### src/sv/wavetable_fm_oscillator_defines.svh
// Assertion macros for the wavetable FM oscillator.
// Included by files that check their own sequencing; needs clk and rst in scope.
`ifndef WAVETABLE_FM_OSCILLATOR_DEFINES_SVH
`define WAVETABLE_FM_OSCILLATOR_DEFINES_SVH

// Condition and consequence in the same cycle.
`define WFO_ASSERT_NOW(lbl, ante, cons, msg) \
  lbl: assert property (@(posedge clk) disable iff (rst) (ante) |-> (cons)) \
    else $error(msg);

// Consequence in the cycle after the condition.
`define WFO_ASSERT_NEXT(lbl, ante, cons, msg) \
  lbl: assert property (@(posedge clk) disable iff (rst) (ante) |=> (cons)) \
    else $error(msg);

`endif

### src/sv/wfo_mul.sv
// Shared signed multiplier with a registered product, loaded on enable.
// Standalone; the oscillator sequencer time-shares it for three products.
`default_nettype none

module wfo_mul #(
  parameter int A_W = 28,
  parameter int B_W = 17
) (
  input  wire logic                     clk,
  input  wire logic                     en,
  input  wire logic signed [A_W-1:0]    a,
  input  wire logic signed [B_W-1:0]    b,
  output logic signed [A_W+B_W-1:0]     p
);

  // Product register holds its value while the unit is not in use.
  always_ff @(posedge clk) begin
    if (en) begin
      p <= a * b;
    end
  end

endmodule

`default_nettype wire

### config.mk
export PLATFORM = sky130hd
export DESIGN_NAME = wfo_mul
export DESIGN_NICKNAME = d
export VERILOG_FILES = /design/src/sv/wavetable_fm_oscillator_defines.svh /design/src/sv/wfo_mul.sv
export SDC_FILE = /design/constraint.sdc
export NUM_CORES = 1
export LEC_CHECK = 0
export ABC_AREA = 1
export BUFFER_PORTS_ARGS = -buffer_cell sky130_fd_sc_hd__buf_2
export CORE_AREA = 8 8 218 220
export CTS_CLUSTER_DIAMETER = 30
export DETAILED_ROUTE_END_ITERATION = 10
export DIE_AREA = 0 0 226 228
export PLACE_DENSITY_LB_ADDON = 0.1
export SETUP_SLACK_MARGIN = 0.05
export SLEW_MARGIN = 20
export SYNTH_ARGS = -nofsm -noshare
export SYNTH_HDL_FRONTEND = slang
export SYNTH_SLANG_ARGS = --single-unit
### constraint.sdc
create_clock -name clk -period 7.55 [get_ports clk]
set_input_delay 1.51 -clock clk [delete_from_list [all_inputs] [get_ports clk]]
set_output_delay 1.51 -clock clk [all_outputs]
set_load 0.02 [all_outputs]
==> out/results.txt, run 1 <==
status: finished clean
routability congestion estimate: 0.875
nets@finish: 3205
vias in the first global route: 16900
CP endpoint kind: flop
Sink Count: 45
Via-to-Cell Ratio: 4.73
initial antenna violation count: 1
largest register by flop count: p
Hold Crit Class: input port to flop
mux cell area share after synthesis: 0%
Syn Inst Count: 2563
Root Buffer: clkbuf_16
hold path cells: 4
max reg flops: 45
synth warn: 0
Synth Area in XOR/XNOR: 1.07%
DRT Wirelength: 53500 um
largest family of logic cells by synthesized area: adder cells
Die W: 226 um
Starting Density: 44.8%
Core ar.: 43800 um^2
Max Root-Sink Buffers: 2
CP Data Required Time: 7.59 ns
Post-Syn Nets: 3178
dpl ws: 0.118 ns
first-pass GRT wire length: 89900 um
TritonCTS clock tree: done
Yosys cell types: 28
Finished Cell Area: 20900 um^2
Worst Max-Slew Pin Slew: 0.730 ns
fmax: 141 MHz
proportion of layout cells with a drive suffix above 1: 6.25%
DRC Markers: 0
I/O Pins: 92
Post-Syn Area: 19600 um^2
dominant synthesized flop cell: edfxtp_1
crit path time final: 7.09 ns
Die Span Y: 228 um
routed len/inst: 16.8 um
startpoint type of the worst setup path: input port
Post-CTS Hold Fix Bufs: 0
total gr overflow: 0
Clock transition at path regs: 0.08 ns
Crit Path Category: input port to flop
fin crit share: 93.9%
Post-DP Area: 20700 um^2
largest net degree at the start of global routing: 46
DP HPWL: 46700 um
Adder-Cell Fraction of Synth Area: 53.8%
Num CTS Buffers: 5
Worst Path Arrival: 7.12 ns
Simple-Gate Fraction of Synth Area: 19.1%
HP Start: b[1]
antenna viol nets, final: 0
mean post-synth cell area: 7.66 um^2
final slew viol count: 0
area of the die: 51500 um^2
leading registers by flop count: p x45
H-tree depth: 2
Final WS setup: 0.464 ns
Resize count post-CTS: 0
gr usage total: 21.9%
Area growth, synth to finish: 6.25%
routed via count: 15100
Worst Hold Path EP: p[1]
RSZ-0062 raised after global routing: no
sequential cell area fraction in the yosys report: 6.88%
Post-synth EDFFs: 45
DRT iter0 DRCs: 731
async set or reset register ratio after synthesis: 0%
postcts setup bufs: 0
Rows: 77
Setup TNS Final: 0 ns
CP Max Fanout: 28
Yosys reg bits: 45
Compound-Gate Fraction of Synth Area: 1.38%
Worst slew margin: 51.3%
Buffers on Ports: 91
Detailed Routing Iterations Pass 1: 5
Max Cap Viol: 0
final hold viol count: 0
Finish-stage setup viols: 0
-- critical path, cell delays in order --
cell and delay (ns):
buf_2 0.56, nand2_1 0.17, fa_1 0.57, inv_1 0.05, fa_1 0.50, inv_1 0.06
fa_1 0.54, inv_1 0.05, fa_1 0.48, fa_1 0.50, inv_1 0.05, fa_1 0.52
inv_1 0.05, ha_1 0.35, nand2_1 0.13, inv_1 0.05, a21oi_1 0.23, nand2_1 0.15
o21bai_2 0.28, nand2_1 0.11, nand2_1 0.05, nand2_1 0.05, nand2_1 0.09
-- layout make-up --
type	count	area [um^2]
Sequential cell	45	1350
Inverter	818	3070
Timing Repair Buffer	127	738
Fill cell	4478	23000
Multi-Input combinational cell	1593	14800
Clock buffer	5	125
Tap cell	592	741
Clock inverter	3	21.3
Antenna cell	1	2.50
-- stage by stage --
stage / utilization [%] / hold WS, ns / cells
after detailed placement: 47.2 / 1.96 / 3175
after global placement: 47.2 / 1.96 / 3175
after floorplan: - / 1.62 / 2563
final: 47.6 / 1.82 / 3184
after CTS: 47.6 / 1.80 / 3183
after global routing: 47.6 / 1.85 / 3184
-- how the worst max path moves through the flow --
stage,start,to,slack [ns],depth (start not counted)
4_1_cts,b[8],p[22],0.42,21
2_1_floorplan,b[3],p[44],0.44,20
5_1_grt,b[4],p[43],0.16,19
6_report,b[8],p[21],0.46,23
3_5_place_dp,b[8],p[22],0.12,21
3_3_place_gp,b[8],p[21],0.18,21
-- synthesized netlist by cell type, types with 2 or more instances --
master	number	area share (%)
inv_1	818	16
a21o_1	2	0.076
buf_1	19	0.36
or2_2	5	0.16
xnor2_1	6	0.27
nand4_1	10	0.32
nand3_1	46	1.2
o21bai_2	2	0.11
nand3_2	3	0.15
edfxtp_1	45	6.9
nor2_2	6	0.19
nor2_1	104	2.0
clkbuf_1	88	1.7
ha_1	107	6.8
o21ai_0	7	0.18
fa_1	461	47
a21oi_1	29	0.74
o21bai_1	4	0.15
nand2_1	767	15
nand2_2	7	0.22
xor2_1	18	0.80
nand3b_1	2	0.076
a21oi_2	2	0.089
-- cells in the final DEF, fill, tap and decap left out --
master	instances
a21o_1	2
a21oi_1	29
a21oi_2	2
and3_1	1
buf_12	1
buf_2	91
buf_4	35
clkbuf_16	5
clkinv_2	1
clkinvlp_4	1
diode_2	1
edfxtp_1	45
fa_1	461
ha_1	107
inv_1	818
inv_6	1
nand2_1	767
nand2_2	7
nand3_1	46
nand3_2	3
nand3b_1	2
nand4_1	10
nor2_1	104
nor2_2	6
nor2_4	1
nor3_1	1
nor3_4	1
o21ai_0	7
o21ai_1	1
o21bai_1	4
o21bai_2	2
or2_2	5
xnor2_1	6
xor2_1	18
-- logic make-up (layout without fill, tap and decap cells) --
logic type                 count (synthesis)  in the layout
DFF                                       45             45
other                                      0              1
and+or+nand+nor                          954            954
adders and majority gates                568            568
AOI/OAI and AO/OA                         47             47
buffers and inverters                    925            953
xor gates and xnor gates                  24             24
-- metal layers --
layer  share of wire, %  track usage [%]  vias to the layer above  routed length, um
li1                   -                -                     7114                  -
met2                 53             40.7                      361              28200
met3                3.6             1.66                       77               1950
met1                 41             27.1                     7523              22000
met5                  0                0                        -                  0
met4                2.5             5.26                        0               1320
Power of run 1 is left out: the tool's default activity adds up to more than one toggle a clock period on the data nets, which glitch-free logic cannot reach.
==> run 2, diff against run 1 <==
--- a/config.mk
+++ b/config.mk
@@ -7,10 +7,10 @@
 export LEC_CHECK = 0
 export ABC_AREA = 1
 export BUFFER_PORTS_ARGS = -buffer_cell sky130_fd_sc_hd__buf_2
-export CORE_AREA = 8 8 218 220
+export CORE_AREA = 8 8 198 200
 export CTS_CLUSTER_DIAMETER = 30
 export DETAILED_ROUTE_END_ITERATION = 10
-export DIE_AREA = 0 0 226 228
+export DIE_AREA = 0 0 206 208
 export PLACE_DENSITY_LB_ADDON = 0.1
 export SETUP_SLACK_MARGIN = 0.05
 export SLEW_MARGIN = 20
==> out/results.txt, run 2 (same netlist as run 1, synthesis figures left out) <==
status: finished clean (unchanged)
routability congestion estimate: 0.876 (was 0.875)
max reg flops: 45 (unchanged)
total gr overflow: 0 (unchanged)
Starting Density: 54.4% (was 44.8%)
largest net degree at the start of global routing: 46 (unchanged)
Post-CTS Hold Fix Bufs: 0 (unchanged)
DRC Markers: 0 (unchanged)
DRT Wirelength: 52300 um (was 53500 um)
area of the die: 42800 um^2 (was 51500 um^2)
Post-DP Area: 20500 um^2 (was 20700 um^2)
Root Buffer: clkbuf_16 (unchanged)
Sink Count: 45 (unchanged)
RSZ-0062 raised after global routing: no (unchanged)
Max Root-Sink Buffers: 2 (unchanged)
Finished Cell Area: 20700 um^2 (was 20900 um^2)
largest register by flop count: p (unchanged)
Worst slew margin: 27.8% (was 51.3%)
Crit Path Category: input port to flop (unchanged)
DRT iter0 DRCs: 843 (was 731)
Via-to-Cell Ratio: 4.99 (was 4.73)
fmax: 140 MHz (was 141 MHz)
non-filler cells, final: 3052 (was 3184)
Core ar.: 36100 um^2 (was 43800 um^2)
Clock transition at path regs: 0.07 ns (was 0.08 ns)
final hold slack: 1.74 ns (was 1.82 ns)
Fill cells: 3510 (was 4478)
H-tree depth: 2 (unchanged)
Worst Max-Slew Pin Slew: 1.08 ns (was 0.730 ns)
Die Span Y: 208 um (was 228 um)
leading registers by flop count: p x45 (unchanged)
initial antenna violation count: 0 (was 1)
gr usage total: 25.9% (was 21.9%)
Placed Cells: 3045 (was 3175)
Die W: 206 um (was 226 um)
fin crit share: 94.4% (was 93.9%)
Hold Crit Class: input port to flop (unchanged)
CP startpoint: b[8] (unchanged)
Detailed Routing Iterations Pass 1: 7 (was 5)
nets@finish: 3199 (was 3205)
most frequent cells in the layout: 818 x inv_1, 767 x nand2_1, 460 x fa_1 (was 818 x inv_1, 767 x nand2_1, 461 x fa_1)
DP HPWL: 44700 um (was 46700 um)
Worst Path Arrival: 7.17 ns (was 7.12 ns)
CP Data Required Time: 7.59 ns (about the same)
I/O Pins: 92 (unchanged)
Num CTS Buffers: 5 (unchanged)
CP endpoint kind: flop (unchanged)
Rows: 70 (was 77)
antenna viol nets, final: 0 (unchanged)
Worst setup endpoint: p[44] (was p[21])
Buffers on Ports: 91 (unchanged)
most common cell after layout, fill and taps aside: inv_1 (unchanged)
final slew viol count: 0 (unchanged)
CP Max Fanout: 28 (unchanged)
final hold viol count: 0 (unchanged)
startpoint type of the worst setup path: input port (unchanged)
hold path cells: 3 (was 4)
vias in the first global route: 17300 (was 16900)
TritonCTS clock tree: done (unchanged)
Area growth, synth to finish: 5.45% (was 6.25%)
first-pass GRT wire length: 88400 um (was 89900 um)
crit path time final: 7.13 ns (was 7.09 ns)
proportion of layout cells with a drive suffix above 1: 6.04% (was 6.25%)
Finish-stage setup viols: 0 (unchanged)
routed len/inst: 17.1 um (was 16.8 um)
diodes inserted: 0 (was 1)
Max Cap Viol: 0 (unchanged)
routed via count: 15200 (was 15100)
run 2: metrics by stage:
stage                     setup WS, ns  util, %  setup TNS [ns]
after floorplan                  0.445        -               0
after global placement         -0.0497     56.9         -0.0497
after detailed placement       -0.0343     56.9         -0.0343
after CTS                        0.250     57.3               0
after global routing            0.0757     57.4               0
final                            0.421     57.4               0
run 2: cell type report:
type	count	area (um^2)	share of cell area, %
clock buffers	5	125	0.604
well taps	468	586	2.83
repair buffers	121	723	3.49
clock inverters	2	35.0	0.169
inverters	818	3070	14.8
flip-flops and latches	45	1350	6.53
multi-input cells	1593	14800	71.5
run 2: worst max-delay path, stage by stage:
cell	delay [ns]
buf_2	0.50
nand2_1	0.23
inv_1	0.18
fa_1	0.45
inv_1	0.21
fa_1	0.48
fa_1	0.55
inv_1	0.05
fa_1	0.45
fa_1	0.51
fa_1	0.41
ha_1	0.44
nand2_1	0.14
nor2_1	0.25
nand2_1	0.11
nor2_1	0.27
nand4_1	0.23
nand3_1	0.14
nand2_1	0.05
run 2: metal layers:
metal  part of all wire, %  track usage (%)
met1                    40             32.0
met2                    53             47.9
met3                   4.7             2.22
met4                   2.6             6.54
met5                     0                0
run 2: how the worst min path moves through the flow:
stage	startpoint	to	slack, ns
finish	b[0]	p[0]	1.74
detailed placement	p[44]	p[44]	1.96
global placement	p[7]	p[7]	1.96
global route	b[0]	p[0]	1.76
floorplan	en	p[0]	1.62
CTS	b[0]	p[0]	1.74
run 2: timing repair:
item	in CTS	in global routing
setup buffers	0	0
hold endpoints to repair	0	0
resized for setup	0	3
endpoints found under the setup margin	0	2
Power of run 2 is left out for the same reason.
